$ cat config.mk
export PLATFORM = sky130hd
export DESIGN_NAME = swm_arrival
export DESIGN_NICKNAME = d
export VERILOG_FILES = /design/src/rtl/core/swm_pkg.sv /design/src/rtl/core/swm_arrival.sv
export SDC_FILE = /design/constraint.sdc
export NUM_CORES = 2
export LEC_CHECK = 0
export BUFFER_PORTS_ARGS = -buffer_cell sky130_fd_sc_hd__buf_4
export CAP_MARGIN = 20
export CORE_MARGIN = 1.5
export CORE_UTILIZATION = 55
export DETAILED_ROUTE_END_ITERATION = 6
export PLACE_DENSITY = 0.78
export SLEW_MARGIN = 40
export SYNTH_ARGS = -nofsm -noshare
export SYNTH_HDL_FRONTEND = slang
export SYNTH_SLANG_ARGS = --single-unit
$ cat constraint.sdc
create_clock -name clk -period 5.45 [get_ports clk]
set_input_delay 0.2725 -clock clk [delete_from_list [all_inputs] [get_ports clk]]
set_output_delay 0.2725 -clock clk [all_outputs]
set_load 0.02 [all_outputs]
$ cat src/rtl/core/swm_pkg.sv
`default_nettype none

package swm_pkg;

    // window depth and sample format
    localparam int MAX_WINDOW   = 64;
    localparam int SAMPLE_WIDTH = 32;

    // derived widths
    localparam int IDX_W    = $clog2(MAX_WINDOW);
    localparam int CNT_W    = $clog2(MAX_WINDOW + 1);
    localparam int RESULT_W = SAMPLE_WIDTH + 1;
    localparam int CFG_W    = 7;

    localparam logic [CNT_W-1:0] WINDOW_RESET = CNT_W'(3);

    typedef logic signed [SAMPLE_WIDTH-1:0] sample_t;
    typedef logic signed [RESULT_W-1:0]     result_t;
    typedef logic [CNT_W-1:0]               count_t;
    typedef logic [IDX_W-1:0]               index_t;

    // broadcast to every sorted cell for one update
    typedef struct packed {
        sample_t sample;
        sample_t oldest;
        logic    remove;
    } cell_ctl_t;

    // what a cell shows its left neighbor: stored value and its compare
    typedef struct packed {
        sample_t val;
        logic    le;
    } cell_peer_t;

    // what a cell hands its right neighbor: value after the removal step
    typedef struct packed {
        sample_t val;
        logic    le;
    } cell_chain_t;

    // clamp a written window length into 1..MAX_WINDOW
    function automatic count_t clamp_window(input logic [CFG_W-1:0] raw);
        count_t k;
        begin
            if (raw == '0)
            begin
                k = CNT_W'(1);
            end
            else if ({{(32-CFG_W){1'b0}}, raw} > 32'(MAX_WINDOW))
            begin
                k = CNT_W'(MAX_WINDOW);
            end
            else
            begin
                k = CNT_W'(raw);
            end
            return k;
        end
    endfunction

endpackage

`default_nettype wire

$ cat src/rtl/core/swm_arrival.sv
`default_nettype none

module swm_arrival (
    input  wire logic              clk,
    input  wire logic              load,
    input  wire logic              full,
    input  wire swm_pkg::index_t   wr_pos,
    input  wire swm_pkg::sample_t  sample,
    output swm_pkg::sample_t       oldest
);

    swm_pkg::sample_t line_reg  [swm_pkg::MAX_WINDOW];
    swm_pkg::sample_t line_next [swm_pkg::MAX_WINDOW];

    // when full the line shifts toward the head; new sample lands at wr_pos
    always_comb
    begin
        for (int i = 0; i < swm_pkg::MAX_WINDOW; i++)
        begin
            if (swm_pkg::IDX_W'(i) == wr_pos)
            begin
                line_next[i] = sample;
            end
            else if (full && (i + 1 < swm_pkg::MAX_WINDOW))
            begin
                line_next[i] = line_reg[(i + 1) % swm_pkg::MAX_WINDOW];
            end
            else
            begin
                line_next[i] = line_reg[i];
            end
        end
    end

    always_ff @(posedge clk)
    begin
        if (load)
        begin
            for (int i = 0; i < swm_pkg::MAX_WINDOW; i++)
            begin
                line_reg[i] <= line_next[i];
            end
        end
    end

    assign oldest = line_reg[0];

endmodule

`default_nettype wire

=== Word-level counts from Yosys, hierarchy flattened ===
Memories as Yosys holds them, arrays and structs flattened.
Index checks and enable logic that the tools add are counted.

* Register bits: 0
* Latch bits: 0
* RAM bits: 2048
* ROM bits: 0
* Input bits: 41
* Output and inout port bits: 32
* Memories: 1

{| class="wikitable"
|+ Memory list
! name !! depth !! bits a word !! read ports !! clocked after memory_dff !! write ports !! RTL line !! source
|-
| line_reg || 64 || 32 || 64 || 0 || 64 || swm_arrival.sv:12 || <nowiki>swm_pkg::sample_t line_reg [swm_pkg::MAX_WINDOW];</nowiki>
|}

* $add $sub $neg: 0
* $mul: 0
* Divide/modulo/power cells: 0
* $lt $le $gt $ge: 0
* Equality and inequality tests: 63
* Shifts and indexed selects: 0
* Mux-type cells: 129
* Bitwise operators: 0
* Reductions and logical operators: 1

{| class="wikitable"
|+ Operators by type and width
! kind !! count
|-
| 32-bit 2-to-1 mux || 127
|-
| 6-bit equality test, first input constant || 32
|-
| 5-bit by 6-bit equality test with 1-bit output, first input constant || 16
|-
| 4-bit by 6-bit equality test with 1-bit output, first input constant || 8
|-
| 3-bit by 6-bit equality test with 1-bit output, first input constant || 4
|-
| 2-bit by 6-bit equality test with 1-bit output, first input constant || 2
|-
| 1-bit by 6-bit equality test with 1-bit output, first input constant || 1
|-
| 6-bit zero test || 1
|-
| 1-bit 2-to-1 mux || 2
|}

=== Longest topological paths before layout ===
* Depth in word-level cells: 2
* Mapped depth: 6
* Gate-level depth less buffers: 3

=== Worst setup path after synthesis ===
OpenSTA, ideal clock, no wires.

* Path type: input port to flip-flop
* Start: in wr_pos[4]
* End: mem line_reg[1][768] (netlist bit) (enable)
* Arrival time: 3571 ps
* Required time: 4980 ps
* Path slack: 1409 ps
* Cell stages on the path: 6
* Path buffers: 3
* Cells stage by stage: and2_1 > clkbuf_1 > buf_4 > nand2_2 > buf_2 > a21boi_0

{| class="wikitable"
|+ RTL lines
! element !! RTL line !! source
|-
| from (decl) || swm_arrival.sv:7 || <nowiki>input wire swm_pkg::index_t wr_pos,</nowiki>
|-
| to (decl) || swm_arrival.sv:12 ||
|}

==> impl_metrics.toml <==
[power_and_ir_drop]
p_sw_w = 0.00698
power_leakage_nw = 32.3
switching_share = 0.212
power_frac_comb = 0.050
pwr-share-seq = 0.553
irDropWorstVdd_mv = 0.364
powerDensity_mw_per_mm2 = 342
internal-power_w = 0.0260
power.share.clock = 0.398

[yosys]
yosysSeqAreaShare = 0.698
ys_warn_count = 0
synthesis.area_mm2 = 0.0881
synth-seq-cells = 2048
synth.area.top_cells = "edfxtp_1 (70%), mux2_2 (24%), mux2_1 (1.9%)"
syn_inst = 4693
syn_nets = 4734
synth_largest_area_cell = "edfxtp_1"
syn_avg_cell_area_um2 = 18.8
synth_cell_type_count = 26
synthDominantCellAreaShare = 0.698

[floorplanning]
initial_core_util = 0.555
die_h_um = 403
die_area_mm2 = 0.163
row_count = 146
pin_count = 73
coreArea_mm2 = 0.159
die_w_um = 403

[sta]
maxSlewViolCount = 0
final.setup.tns_ns = 0
tightestPinTransition_ns = 0.893
slew_headroom = 0.405
hold_viol = 0
finalCriticalPeriod_ns = 2.46
finalCritPeriodShare = 0.451
setup_violations = 0
fmax_ghz = 0.407
fin_skew_ns = 0.0455
grt_setup_unrepaired = "no"

[drt]
wirelength_um = 178000
first_pass_iters = 7
drtIter0Drc = 3901
drc = 0
wl_per_cell_um = 26.0
ant_nets = 0
vias = 40957
drt-vias-per-instance = 5.99

[clock_tree]
postCtsSetupBuffers = 0
htree_levels = 4
cts_buffers = 193
cts.sinks = 2048
cts.path.max_buffers = 3
cts_resized = 0
clkLatencyLatePin_ns = 0.83
tritoncts = "built"
cts_hold_buf = 5
cts_root_buf = "clkbuf_16"
clkTransAtPathRegs_ns = 0.06

[placement]
portBuffers = 72
dpl.cell_count = 6472
placed_cell_area_mm2 = 0.0901
place.detailed.hpwl_um = 99800
gp_congestion = 0.838

[global_routing]
antenna_found_initial = 10
grt_pass1_wl_um = 268000
grt_pass1_vias = 41888
grt_max_degree = 65
overflow = 0
grt_usage = 0.219

[run]
max_cap_violations = 0

[cells_and_area]
drive_gt1_frac = 0.510
layout.cells.non_filler = 6843
fillers = 10689
stdcell_area_mm2 = 0.0966
ff_latch_area_mm2 = 0.0615
nNetsFinal = 4649
largest_reg_flops = 2048
area_growth_pct = 9.65
multiInputGateArea_mm2 = 0.0244

[critical_path]
critical_path_required_ns = 5.95
cp_slowest_stage_delay_ns = 0.80
critical_path.slowest_cell = "and4bb_1"
crit_chain = "buf_4 -> and4bb_1 -> nand2_4 -> a21boi_2 -> buf_4"
path_max_fanout = 33
start_kind = "input port"
critPathCaptureType = "flop"
worst_ep_arrival_time_ns = 2.96
path_buf_inv = 2
crit_family = "simple AND/OR/NAND/NOR gates"
timing.critical_path.mode_cell = "buf_4"
crit_type = "in2reg"

[run_status]
status = "finished, final reports clean"

[hold_path]
hold_class = "in2reg"
## path summary, 6_finish.rpt
path | startpoint | slack, ns | end | cells after the start
min reg2reg | line_reg[0][979] | 0.52 | line_reg[0][947] | 1
min | sample[28] | 0.05 | line_reg[1][1020] | 1
max reg2reg | line_reg[0][515] | 4.37 | line_reg[0][483] | 1
max | wr_pos[2] | 2.99 | line_reg[1][698] | 5
## metrics by stage
| stage | total power (W) | utilization | setup slack (ns) | hold slack, ns |
|---|---|---|---|---|
| 3_5_place_dp | 0.0202 | 0.568 | 2.20 | 0.518 |
| 2_1_floorplan | 0.0196 | - | 1.41 | 0.371 |
| 4_1_cts | 0.0332 | 0.607 | 3.07 | 0.00273 |
| 5_1_grt | 0.0339 | 0.608 | 2.93 | 0.00641 |
| 6_report | 0.0330 | 0.608 | 2.99 | 0.0455 |
| 3_3_place_gp | 0.0201 | 0.564 | 2.02 | 0.512 |
## logic make-up after synthesis
kind of cell | synth area share
AO/OA/AOI/OAI | 0.00537
buffers and inverters | 0.0293
flip-flops | 0.698
multiplexers | 0.258
AND/OR/NAND/NOR | 0.00916
## cell usage in the layout (no fill, tap or decap), types with 3 or more instances in the layout
master,count
edfxtp_1,2048
clkbuf_16,196
a21boi_2,30
a21boi_4,14
buf_4,126
clkinv_8,3
nor2_4,9
o21a_2,3
mux2_2,1868
nand2_4,29
inv_16,5
o21a_1,16
clkinv_2,36
diode_2,5
dlygate4sd3_1,8
mux2_1,148
and4bb_1,6
buf_16,7
bufinv_16,15
nand4b_4,3
clkinv_16,3
nand2_2,4
nor4b_4,4
clkbuf_1,48
buf_8,24
nand2_1,13
buf_6,29
nor2_2,12
clkinv_1,44
## power groups by stage
stage / registers (W) / logic [W] / clock network (W)
after floorplan: 0.0185 / 0.00107 / 0
after global placement: 0.0185 / 0.00153 / 0
after detailed placement: 0.0186 / 0.00161 / 0
after CTS: 0.0182 / 0.00163 / 0.0133
after global routing: 0.0183 / 0.00175 / 0.0139
final: 0.0182 / 0.00164 / 0.0131
## area by class of cell
| cell class | count | area share |
|---|---|---|
| Inverter | 1 | 0.0000518 |
| Sequential cell | 2048 | 0.637 |
| Tap cell | 2072 | 0.0268 |
| Multi-Input combinational cell | 2168 | 0.252 |
| Clock inverter | 109 | 0.0110 |
| Clock buffer | 244 | 0.0527 |
| Antenna cell | 5 | 0.000130 |
| Timing Repair Buffer | 196 | 0.0201 |
## layer usage
metal / share of wire / GRT usage
met2: 0.47 / 0.350
met3: 0.081 / 0.0553
met1: 0.41 / 0.297
met5: 0.00042 / 0.00297
met4: 0.029 / 0.0677
## Yosys cell counts
master	count
a21boi_0	44
and2_1	1
and4bb_1	6
buf_1	33
buf_2	111
buf_4	74
buf_6	50
clkbuf_1	208
edfxtp_1	2048
inv_1	1
mux2_1	148
mux2_2	1868
nand2_1	14
nand2_2	12
nand2_4	20
nand2b_1	2
nand4_2	1
nand4b_2	1
nand4b_4	3
nor2_1	2
nor2_2	19
nor2b_1	2
nor4_4	1
nor4b_4	4
o21a_1	19
or2_2	1
(Power assumes the default switching activity.)
