<file path="src/rtl/core/swm_pkg.sv">
`default_nettype none

package swm_pkg;

    // window depth and sample format
    localparam int MAX_WINDOW   = 64;
    localparam int SAMPLE_WIDTH = 32;

    // derived widths
    localparam int IDX_W    = $clog2(MAX_WINDOW);
    localparam int CNT_W    = $clog2(MAX_WINDOW + 1);
    localparam int RESULT_W = SAMPLE_WIDTH + 1;
    localparam int CFG_W    = 7;

    localparam logic [CNT_W-1:0] WINDOW_RESET = CNT_W'(3);

    typedef logic signed [SAMPLE_WIDTH-1:0] sample_t;
    typedef logic signed [RESULT_W-1:0]     result_t;
    typedef logic [CNT_W-1:0]               count_t;
    typedef logic [IDX_W-1:0]               index_t;

    // broadcast to every sorted cell for one update
    typedef struct packed {
        sample_t sample;
        sample_t oldest;
        logic    remove;
    } cell_ctl_t;

    // what a cell shows its left neighbor: stored value and its compare
    typedef struct packed {
        sample_t val;
        logic    le;
    } cell_peer_t;

    // what a cell hands its right neighbor: value after the removal step
    typedef struct packed {
        sample_t val;
        logic    le;
    } cell_chain_t;

    // clamp a written window length into 1..MAX_WINDOW
    function automatic count_t clamp_window(input logic [CFG_W-1:0] raw);
        count_t k;
        begin
            if (raw == '0)
            begin
                k = CNT_W'(1);
            end
            else if ({{(32-CFG_W){1'b0}}, raw} > 32'(MAX_WINDOW))
            begin
                k = CNT_W'(MAX_WINDOW);
            end
            else
            begin
                k = CNT_W'(raw);
            end
            return k;
        end
    endfunction

endpackage

`default_nettype wire

</file>
<file path="src/rtl/core/swm_cell.sv">
`default_nettype none

module swm_cell (
    input  wire logic                  clk,
    input  wire logic                  load,
    input  wire swm_pkg::cell_ctl_t    ctl,
    input  wire logic                  in_range,
    input  wire swm_pkg::cell_peer_t   right,
    input  wire swm_pkg::cell_chain_t  left,
    output swm_pkg::cell_peer_t        peer,
    output swm_pkg::cell_chain_t       chain
);

    swm_pkg::sample_t val_reg;
    swm_pkg::sample_t val_next;
    logic             le_own;
    logic             lt_old;
    logic             take_right;

    // local compares against the new sample and the leaving sample
    assign le_own     = (val_reg <= ctl.sample);
    assign lt_old     = (val_reg < ctl.oldest);
    assign take_right = ctl.remove && !lt_old;

    assign peer.val = val_reg;
    assign peer.le  = le_own;

    // contents after the leaving sample is taken out
    always_comb
    begin
        chain.val = take_right ? right.val : val_reg;
        chain.le  = in_range && (take_right ? right.le : le_own);
    end

    // insertion: keep, take the new sample, or take the left neighbor
    always_comb
    begin
        if (chain.le)
        begin
            val_next = chain.val;
        end
        else if (left.le)
        begin
            val_next = ctl.sample;
        end
        else
        begin
            val_next = left.val;
        end
    end

    always_ff @(posedge clk)
    begin
        if (load)
        begin
            val_reg <= val_next;
        end
    end

endmodule

`default_nettype wire

</file>
<file path="config.mk">
export PLATFORM = sky130hd
export DESIGN_NAME = swm_cell
export DESIGN_NICKNAME = d
export VERILOG_FILES = /design/src/rtl/core/swm_pkg.sv /design/src/rtl/core/swm_cell.sv
export SDC_FILE = /design/constraint.sdc
export NUM_CORES = 1
export LEC_CHECK = 0
export BUFFER_PORTS_ARGS = -buffer_cell sky130_fd_sc_hd__buf_2
export CAP_MARGIN = 20
export CORE_MARGIN = 2
export CORE_UTILIZATION = 36
export DETAILED_ROUTE_END_ITERATION = 8
export PLACE_DENSITY = 0.76
export SYNTH_ARGS = -nofsm -noshare
export SYNTH_HDL_FRONTEND = slang
export SYNTH_SLANG_ARGS = --single-unit
</file>
<file path="constraint.sdc">
create_clock -name clk -period 2.9 [get_ports clk]
set_clock_uncertainty 0.1 [all_clocks]
set_input_delay 0.435 -clock clk [delete_from_list [all_inputs] [get_ports clk]]
set_output_delay 0.435 -clock clk [all_outputs]
set_load 0.005 [all_outputs]
</file>
# Yosys cells after proc, flatten, opt, wreduce, memory -nomap -nowiden
# Cells that the tools add are included.
[classes]
magnitude_cmp = 2
mux = 4
n_reduce_logical = 3
[op_table]
columns = ["cell", "n"]
rows = [
  ["32-bit two-way mux", 3],
  ["32-bit less-or-equal comparator", 1],
  ["32-bit < comparator", 1],
  ["1-bit logical AND", 2],
  ["1-bit zero test", 1],
  ["1-bit two-way mux", 1],
]
[totals]
wordCells = 10
output_inout_bits = 66
regBits = 32
inputBits = 134

# Longest topological paths before layout
# Gate-level depths: netlist (run 1).
[depth]
ltp_word = 6
mapped_depth = 12
ltp_nobuf = 10

# Worst setup path after synthesis (run 1)
# Ideal clock, no wire load.
[synth_path]
path_type = "input to output"
startpoint = "in ctl[47] (netlist name)"
endpoint = "out chain[0] (netlist name)"
path_buffers = 1
path_slack_ns = -0.250
t_arrival_ns = 2.615
required_time_ns = 2.365
cell_stages = 11
cell_sequence = "inv_1 ha_1 a21oi_1 nand2_1 a21o_1 o41a_1 or3_1 o211a_2 a21boi_2 buf_2 inv_1"
[synth_lines]
columns = ["element", "line", "text"]
rows = [
  ["start: declaration", "swm_cell.sv:6", "input wire swm_pkg::cell_ctl_t ctl,"],
  ["end: declaration", "swm_cell.sv:11", "output swm_pkg::cell_chain_t chain"],
]

==> flow_metrics.env, run 1 <==
export IMPL_synth_simple_gate_area_share_pct=12.2
export IMPL_n_fill_cell=1007
export IMPL_grt_pass1_wl_um=19400
export IMPL_r2r_start="val_reg[1]"
export IMPL_synthCells=480
export IMPL_first_pass_iters=4
export IMPL_synth_compound_area_share_pct=24.6
export IMPL_worstSkewPairLatency_ns=0.28
export IMPL_maxSlewViolCount=0
export IMPL_antenna_left=0
export IMPL_die_w_um=110
export IMPL_synth_seq_cells=32
export IMPL_grt_antenna_before_repair=0
export IMPL_cts_tree="yes"
export IMPL_netlist_area_leader_share_pct=23.6
export IMPL_cts_clk_slew_worst_paths_ns=0.06
export IMPL_worst_slack_ns=-0.351
export IMPL_leakagePower_nw=3.20
export IMPL_path_max_fanout=3
export IMPL_gr_usage_met2_pct=37.4
export IMPL_dp_hpwl_um=10200
export IMPL_largest_register_ff_count=32
export IMPL_outcome="finished, violations left"
export IMPL_start_util_pct=37.2
export IMPL_insertedDiodeCount=0
export IMPL_yosys_warnings=0
export IMPL_irDropWorstVdd_mv=0.303
export IMPL_cp_data_required_time_ns=2.37
export IMPL_gp_congestion=0.834
export IMPL_hold_violations=0
export IMPL_violations="negative setup slack"
export IMPL_cts_root_buffer="clkbuf_16"
export IMPL_wire_per_inst_um=15.0
export IMPL_drt_iter0_drc=189
export IMPL_worst_r2r_setup_slack_ns=-0.28
export IMPL_area_delta_synth_final_pct=48.3
export IMPL_grt_met1_usage_pct=26.4
export IMPL_track_usage_pct=20.6
export IMPL_clkPwrFrac_pct=21.9
export IMPL_syn_avg_cell_area_um2=8.47
export IMPL_drc_errors=0
export IMPL_crit_type="flip-flop to output port"
export IMPL_netlist_area_mm2=0.00407
export IMPL_comb_power_share_pct=54.2
export IMPL_place_inst=850
export IMPL_slew_headroom_pct=47.0
export IMPL_p_sw_share_pct=36.6
export IMPL_synthFlopType="edfxtp_1"
export IMPL_avgViaCountPerCell=4.93
export IMPL_max_freq_mhz=308
export IMPL_power_switching_mw=1.04
export IMPL_ys_types=34
export IMPL_die_area_mm2=0.0122
export IMPL_synth_top_family_by_area="compound AO/OA/AOI/OAI gates"
export IMPL_power_density_mw_per_mm2=470
export IMPL_die_y_um=110
export IMPL_core_area_mm2=0.0109
export IMPL_cts_sinks=32
export IMPL_finalSetupViolations=66
export IMPL_grt_start_max_net_pins=33
export IMPL_total_power_mw=2.83
export IMPL_rows=38
export IMPL_num_vias=4266
export IMPL_grt_pass1_vias=4079
export IMPL_synth_xor_area_share_pct=0
export IMPL_hp_class="input port to flip-flop"
export IMPL_min_period_over_period_pct=112
export IMPL_ys_top_cells_by_area="edfxtp_1 (24%), ha_1 (19%), a221oi_2 (11%), inv_1 (8.8%), mux2i_1 (7.9%)"
export IMPL_seq_power_share_pct=23.9
export IMPL_grt_ovfl_total=0
export IMPL_multi_input_area_mm2=0.00279
export IMPL_worstPathArrival_ns=2.72
export IMPL_cts_path_max_buffers=2
export IMPL_drive_gt1_share_pct=45.2
export IMPL_finalInstanceArea_mm2=0.00603
export IMPL_p_int_mw=1.80
export IMPL_ys_async_sr_fraction_pct=0
export IMPL_regArea_um2=961
export IMPL_critPathLaunchType="flip-flop"
export IMPL_max_cap_violations=0
export IMPL_final_net_count=922
export IMPL_synthAdderAreaFrac_pct=19.4
export IMPL_cts_buffers=5
export IMPL_h_tree_depth=2
export IMPL_min_delay_start="right[11]"
export IMPL_synth_fp_nets=677
export IMPL_port_buffers=199
export IMPL_worst_pin_slew_ns=0.795
export IMPL_cp_startpoint="val_reg[1]"
export IMPL_end_kind="output port"
export IMPL_post_dp_cell_area_mm2=0.00560
export IMPL_rsz0062_at_grt="yes"
export IMPL_yosys_area_top_type="edfxtp_1"
export IMPL_stdcell_count=866
export IMPL_ys_seq_area_share_pct=23.6
export IMPL_synth_mux_area_share_pct=7.87
export IMPL_finalWirelength_um=13000
export IMPL_synth_edf_count=32
export IMPL_ios=200
export IMPL_gr_max_usage_layer="met2"
export IMPL_use_met3_pct=2.70
export IMPL_hold_buffers=0
export IMPL_period_needed_ns=3.25
==> timing repair <==
item                       in CTS  in global routing
resized for setup              24                 12
cloned                          1                  0
pin swaps                      12                  6
buffers inserted                5                  2
setup endpoints to repair      66                 66
==> worst paths after layout <==
kind | endpoint | cells after the start
hold reg to reg | val_reg[26] | 2
setup / recovery | chain[0] | 10
setup reg to reg | val_reg[16] | 10
hold / removal | val_reg[10] | 3
==> placed cells by master (no fill, tap or decap), types with 32 or more instances in the layout <==
cell type	synthesis	routed
inv_1	95	94
nor2_1	37	36
a221oi_2	30	32
edfxtp_1	32	32
buf_4	1	50
o21ai_1	0	32
ha_1	63	59
nand2_1	48	48
buf_2	3	198
mux2i_1	32	32
==> stage by stage <==
stage               utilization [%]  hold slack (ns)  setup slack, ns  setup TNS [ns]
floorplan                         -            0.447          -0.0734           -2.12
global placement               51.2            0.661           -0.290          -16.70
detailed placement             51.2            0.678           -0.418          -21.35
CTS                            54.5            0.470           -0.381          -16.95
global route                   55.1            0.488           -0.438          -22.26
finish                         55.1            0.474           -0.351          -15.88
==> power by group through the flow <==
stage / Clock [mW] / Sequential [mW] / Combinational, mW
final: 0.621 / 0.675 / 1.53
after global routing: 0.655 / 0.684 / 1.70
after CTS: 0.634 / 0.675 / 1.50
after detailed placement: 0 / 0.682 / 1.40
after global placement: 0 / 0.680 / 1.37
after floorplan: 0 / 0.690 / 0.790
==> cell families after synthesis <==
logic type	count (synthesis)
AO/OA/AOI/OAI	123
flip-flops	32
AND/OR/NAND/NOR	113
buffers and inverters	117
adder cells (fa/ha/maj)	63
multiplexers	32
==> cells in the mapped netlist, drive strengths merged, types with 5 or more instances <==
master  instances
edfxtp         32
o21ai          44
clkbuf         14
inv            95
a211oi          5
nor2           37
a21oi          24
ha             63
nand4           7
nand3           5
nand2          48
buf             8
a221oi         33
a21o            5
mux2i          32
==> critical path, cell delays in order (launching register included) <==
cell	delay, ns
edfxtp_1	0.43
ha_1	0.31
nor2b_1	0.13
o211ai_1	0.16
a21boi_1	0.10
o41a_1	0.41
or3_4	0.39
o211a_4	0.16
a21boi_4	0.17
inv_2	0.06
buf_6	0.11
==> cell type report <==
class,count,area share [%]
clock buffers,5,2.07
repair buffers,260,26.2
multi-input cells,331,46.3
flip-flops and latches,32,15.9
clock inverters,3,0.705
well taps,140,2.90
inverters,95,5.91
==> per-layer routing <==
metal,wire [um],vias to the layer above
li1,-,2193
met1,5890,1930
met2,6330,133
met3,661,10
met4,112,0
met5,0,-
Note: power is estimated with default switching activity, not from simulation.
==> run 2: changes to the inputs <==
--- a/config.mk
+++ b/config.mk
@@ -10,7 +10,8 @@
 export CORE_MARGIN = 2
 export CORE_UTILIZATION = 36
 export DETAILED_ROUTE_END_ITERATION = 8
-export PLACE_DENSITY = 0.76
+export PLACE_DENSITY = 0.68
+export SKIP_CTS_REPAIR_TIMING = 1
 export SYNTH_ARGS = -nofsm -noshare
 export SYNTH_HDL_FRONTEND = slang
 export SYNTH_SLANG_ARGS = --single-unit
==> flow_metrics.env, run 2 (synthesis results as in run 1) <==
export IMPL_r2r_start="val_reg[14]"
export IMPL_crit_path_top_delay_cell="edfxtp_1"
export IMPL_cts_tree="yes"
export IMPL_h_tree_depth=2
export IMPL_outcome="finished, violations left"
export IMPL_max_stage_delay_ns=0.45
export IMPL_worst_r2r_setup_slack_ns=-0.31
export IMPL_min_period_over_period_pct=116
export IMPL_hp_class="input port to flip-flop"
export IMPL_antenna_left=0
export IMPL_avgViaCountPerCell=5.16
export IMPL_cts_path_max_buffers=2
export IMPL_total_power_mw=2.88
export IMPL_track_usage_pct=21.2
export IMPL_area_delta_synth_final_pct=48.9
export IMPL_cts_buffers=5
export IMPL_finalInstanceArea_mm2=0.00606
export IMPL_slew_headroom_pct=46.1
export IMPL_end_kind="output port"
export IMPL_num_vias=4482
export IMPL_violations="negative setup slack"
export IMPL_path_max_fanout=10
export IMPL_post_route_util_pct=55.4
export IMPL_grt_ovfl_total=0
export IMPL_hold_slack_ns=0.483
export IMPL_worstSkewPairLatency_ns=0.28
export IMPL_worstPathArrival_ns=2.82
export IMPL_final_cell_mix="buf_2 (198), inv_1 (94), ha_1 (60)"
export IMPL_die_w_um=110
export IMPL_crit_type="flip-flop to output port"
export IMPL_place_inst=850
export IMPL_maxSlewViolCount=0
export IMPL_leakagePower_nw=3.22
export IMPL_worst_pin_slew_ns=0.809
export IMPL_cts_sinks=32
export IMPL_irDropWorstVdd_mv=0.266
export IMPL_max_cap_violations=0
export IMPL_die_y_um=110
export IMPL_dp_hpwl_um=10800
export IMPL_first_pass_iters=5
export IMPL_period_needed_ns=3.36
export IMPL_drc_errors=0
export IMPL_rows=38
export IMPL_stdcell_count=868
export IMPL_finalWirelength_um=14200
export IMPL_drt_iter0_drc=227
export IMPL_ios=200
export IMPL_cp_data_required_time_ns=2.37
export IMPL_post_dp_cell_area_mm2=0.00558
export IMPL_final_net_count=924
export IMPL_place_ws_ns=-0.472
export IMPL_gp_congestion=0.865
export IMPL_final_common_cell="buf_2"
export IMPL_setup_tns_ns=-21.00
export IMPL_grt_start_max_net_pins=39
export IMPL_grt_pass1_wl_um=20100
export IMPL_worst_slack_ns=-0.458
export IMPL_drive_gt1_share_pct=45.5
export IMPL_cts_clk_slew_worst_paths_ns=0.06
export IMPL_start_util_pct=37.2
export IMPL_power_density_mw_per_mm2=476
export IMPL_min_path_cells=3
export IMPL_n_fill_cell=987
export IMPL_regToRegEndpoint="val_reg[0]"
export IMPL_crit_buf_inv=3
export IMPL_max_freq_mhz=298
export IMPL_min_delay_start="right[10]"
export IMPL_hold_end="val_reg[9]"
export IMPL_port_buffers=199
export IMPL_wire_per_inst_um=16.4
export IMPL_core_area_mm2=0.0109
export IMPL_insertedDiodeCount=0
export IMPL_grt_pass1_vias=4367
export IMPL_finalSetupViolations=66
export IMPL_largest_register_ff_count=32
export IMPL_r2r_cells=12
export IMPL_cts_root_buffer="clkbuf_16"
export IMPL_hold_violations=0
export IMPL_critPathTopFamily="compound AO/OA/AOI/OAI gates"
export IMPL_critPathLaunchType="flip-flop"
export IMPL_die_area_mm2=0.0122
export IMPL_path_cells="buf_4 -> ha_1 -> nand4_1 -> nor3_2 -> a211oi_1 -> a21boi_2 -> o311a_4 -> o21a_4 -> buf_12 -> nand2_1 -> o21ai_2 -> buf_2"
export IMPL_rsz0062_at_grt="yes"
export IMPL_grt_antenna_before_repair=0
==> run 2: worst max-delay path by stage <==
| stage | start | end | slack [ns] | depth (start not counted) |
|---|---|---|---|---|
| final | val_reg[14] | chain[1] | -0.46 | 12 |
| after global routing | val_reg[1] | chain[1] | -0.55 | 11 |
| after CTS | val_reg[21] | chain[1] | -0.57 | 11 |
| after detailed placement | ctl[34] | val_reg[0] | -0.47 | 12 |
| after global placement | ctl[34] | val_reg[31] | -0.37 | 12 |
| after floorplan | ctl[34] | chain[0] | -0.07 | 11 |
==> run 2: layout make-up <==
class | count | area [um^2] | area share [%]
Multi-Input combinational cell | 331 | 2800 | 46.2
Timing Repair Buffer | 262 | 1600 | 26.4
Sequential cell | 32 | 961 | 15.9
Inverter | 95 | 357 | 5.89
Tap cell | 140 | 175 | 2.89
Clock buffer | 5 | 125 | 2.07
Clock inverter | 3 | 42.5 | 0.702
==> run 2: layer usage <==
layer / track usage (%) / up-vias / wire length (um)
li1: - / 2194 / -
met1: 26.1 / 2106 / 6150
met2: 39.3 / 169 / 7160
met3: 2.23 / 13 / 766
met4: 5.09 / 0 / 132
met5: 0 / - / 0
==> run 2: worst reg2reg max path, delay by kind of cell, from the launching register on <==
family                   cells  cell delay [ns]
AND/OR/NAND/NOR              2             0.19
buffers and inverters        3             0.50
flip-flops                   1             0.45
adder cells (fa/ha/maj)      1             0.28
AO/OA/AOI/OAI                6             1.49
==> run 2: where the power goes <==
group          total [mW]  internal [mW]  leakage [nW]  switching, mW
Combinational        1.60          0.793          2.83          0.806
Sequential          0.676          0.614         0.309         0.0612
Clock               0.607          0.403        0.0798          0.204
Total                2.88           1.81          3.22           1.07
==> run 3: changes to the inputs <==
--- a/config.mk
+++ b/config.mk
@@ -11,6 +11,7 @@
 export CORE_UTILIZATION = 36
 export DETAILED_ROUTE_END_ITERATION = 8
 export PLACE_DENSITY = 0.68
+export REMOVE_ABC_BUFFERS = 1
 export SKIP_CTS_REPAIR_TIMING = 1
 export SYNTH_ARGS = -nofsm -noshare
 export SYNTH_HDL_FRONTEND = slang
==> flow_metrics.env, run 3 (synthesis results as in run 1) <==
export IMPL_outcome="finished, violations left"
export IMPL_violations="negative setup slack"
export IMPL_cts_root_buffer="clkbuf_16"
export IMPL_cts_clk_slew_worst_paths_ns=0.06
export IMPL_h_tree_depth=2
export IMPL_cp_data_required_time_ns=2.37
export IMPL_port_buffers=199
export IMPL_max_cap_violations=0
export IMPL_grt_start_max_net_pins=35
export IMPL_first_pass_iters=4
export IMPL_grt_antenna_before_repair=1
export IMPL_path_cells="buf_6 -> ha_4 -> a21oi_2 -> nor3b_2 -> o21ai_1 -> and4_4 -> o311a_4 -> o21a_4 -> clkbuf_16 -> nand2_1 -> o21ai_1 -> buf_2"
export IMPL_max_freq_mhz=302
export IMPL_finalSetupViolations=66
export IMPL_largest_register_ff_count=32
export IMPL_rsz0062_at_grt="yes"
export IMPL_final_cell_mix="buf_2 (199), inv_1 (94), buf_4 (57)"
export IMPL_grt_ovfl_total=0
export IMPL_maxSlewViolCount=0
export IMPL_worstSkewPairLatency_ns=0.28
export IMPL_path_depth=12
export IMPL_core_area_mm2=0.0109
export IMPL_crit_type="flip-flop to output port"
export IMPL_antenna_left=0
export IMPL_grt_pass1_vias=4329
export IMPL_final_net_count=939
export IMPL_total_power_mw=3.00
export IMPL_wire_per_inst_um=17.2
export IMPL_min_period_over_period_pct=114
export IMPL_hold_violations=0
export IMPL_critPathLaunchType="flip-flop"
export IMPL_worstPathArrival_ns=2.78
export IMPL_cts_tree="yes"
export IMPL_avgViaCountPerCell=5.19
export IMPL_finalWirelength_um=15200
export IMPL_regToRegEndpoint="val_reg[31]"
export IMPL_cts_buffers=5
export IMPL_start_util_pct=37.2
export IMPL_die_area_mm2=0.0122
export IMPL_seq_power_share_pct=22.4
export IMPL_period_needed_ns=3.31
export IMPL_n_fill_cell=953
export IMPL_worst_pin_slew_ns=0.817
export IMPL_cts_path_max_buffers=2
export IMPL_drt_iter0_drc=214
export IMPL_drive_gt1_share_pct=51.0
export IMPL_worst_slack_ns=-0.413
export IMPL_end_kind="output port"
export IMPL_clkPwrFrac_pct=17.2
export IMPL_crit_buf_inv=3
export IMPL_drc_errors=0
export IMPL_path_max_fanout=7
export IMPL_num_vias=4587
export IMPL_cp_startpoint="val_reg[5]"
export IMPL_comb_power_share_pct=60.4
export IMPL_die_y_um=110
export IMPL_irDropWorstVdd_mv=0.229
export IMPL_grt_pass1_wl_um=19700
export IMPL_critPathTopFamily="compound AO/OA/AOI/OAI gates"
export IMPL_hp_class="input port to flip-flop"
export IMPL_power_density_mw_per_mm2=463
export IMPL_leakagePower_nw=3.41
export IMPL_worst_r2r_setup_slack_ns=-0.20
export IMPL_place_ws_ns=-0.459
export IMPL_crit_path_top_delay_cell="edfxtp_1"
export IMPL_p_sw_share_pct=38.5
export IMPL_gp_congestion=0.815
export IMPL_area_delta_synth_final_pct=59.4
export IMPL_r2r_start="val_reg[15]"
export IMPL_slew_headroom_pct=45.6
export IMPL_ios=200
export IMPL_final_common_cell="buf_2"
export IMPL_rows=38
export IMPL_critical_path_endpoint="chain[9]"
export IMPL_max_stage_delay_ns=0.42
export IMPL_p_int_mw=1.85
export IMPL_track_usage_pct=20.9
export IMPL_power_switching_mw=1.16
export IMPL_dp_hpwl_um=10800
export IMPL_r2r_cells=11
export IMPL_die_w_um=110
export IMPL_crit_path_frequent_cell="o21ai_1"
export IMPL_cts_sinks=32
[run 3: changes by cell type in the layout (fill, tap and decap cells not counted), moves of 3 or more]
cell,previous run,this run
ha_4,3,9
nand2_1,48,27
o21ai_1,26,18
nand2_4,0,10
ha_1,60,54
o21ai_2,9,17
buf_6,3,6
clkbuf_16,8,12
buf_4,53,57
nand2_2,0,11
[run 3: worst min-delay path, stage by stage]
cell and delay, ns:
buf_2 0.09, nor2_1 0.04, a221oi_2 0.15
[run 3: worst min-delay path by stage]
stage           startpoint          end  slack, ns  cells past startpoint
6_report         right[22]  val_reg[21]       0.47                      3
5_1_grt          right[22]  val_reg[21]       0.48                      3
4_1_cts          right[17]  val_reg[16]       0.46                      3
3_5_place_dp   val_reg[27]  val_reg[27]       0.71                      2
3_3_place_gp   val_reg[27]  val_reg[27]       0.67                      2
2_1_floorplan         load   val_reg[0]       0.45                      0
[run 3: cell type report]
type	count	area, um^2	area share, %
timing repair buffer	276	1800	27.8
inverter	95	357	5.50
clock inverter	1	3.75	0.0579
antenna	1	2.50	0.0386
clock buffer	7	133	2.05
tap	140	175	2.70
multi-input combinational	332	3050	47.0
sequential	32	961	14.8
[run 3: power by group through the flow]
| stage | Combinational (mW) | Clock, mW | Sequential [mW] |
|---|---|---|---|
| detailed placement | 1.41 | 0 | 0.677 |
| floorplan | 0.676 | 0 | 0.690 |
| global placement | 1.37 | 0 | 0.671 |
| finish | 1.81 | 0.518 | 0.673 |
| global route | 1.97 | 0.553 | 0.680 |
| CTS | 1.42 | 0.535 | 0.669 |
[run 3: stage by stage]
step	instance area (um^2)	hold WS [ns]	utilization (%)	setup TNS (ns)	std cells
after floorplan	3920	0.447	-	-57.49	458
final	6480	0.472	59.3	-17.42	884
after global routing	6480	0.475	59.3	-23.40	883
after CTS	5760	0.463	52.7	-26.51	863
after detailed placement	5620	0.707	51.4	-22.56	855
after global placement	5620	0.667	51.4	-23.29	855
[run 3: metal layers]
layer  up-vias  part of all wire [%]  global-route usage [%]
met3        15                   7.1                    3.64
li1       2233                     -                       -
met2       179                    51                    38.4
met5         -                     0                       0
met4         0                   1.2                    5.54
met1      2160                    41                    25.0
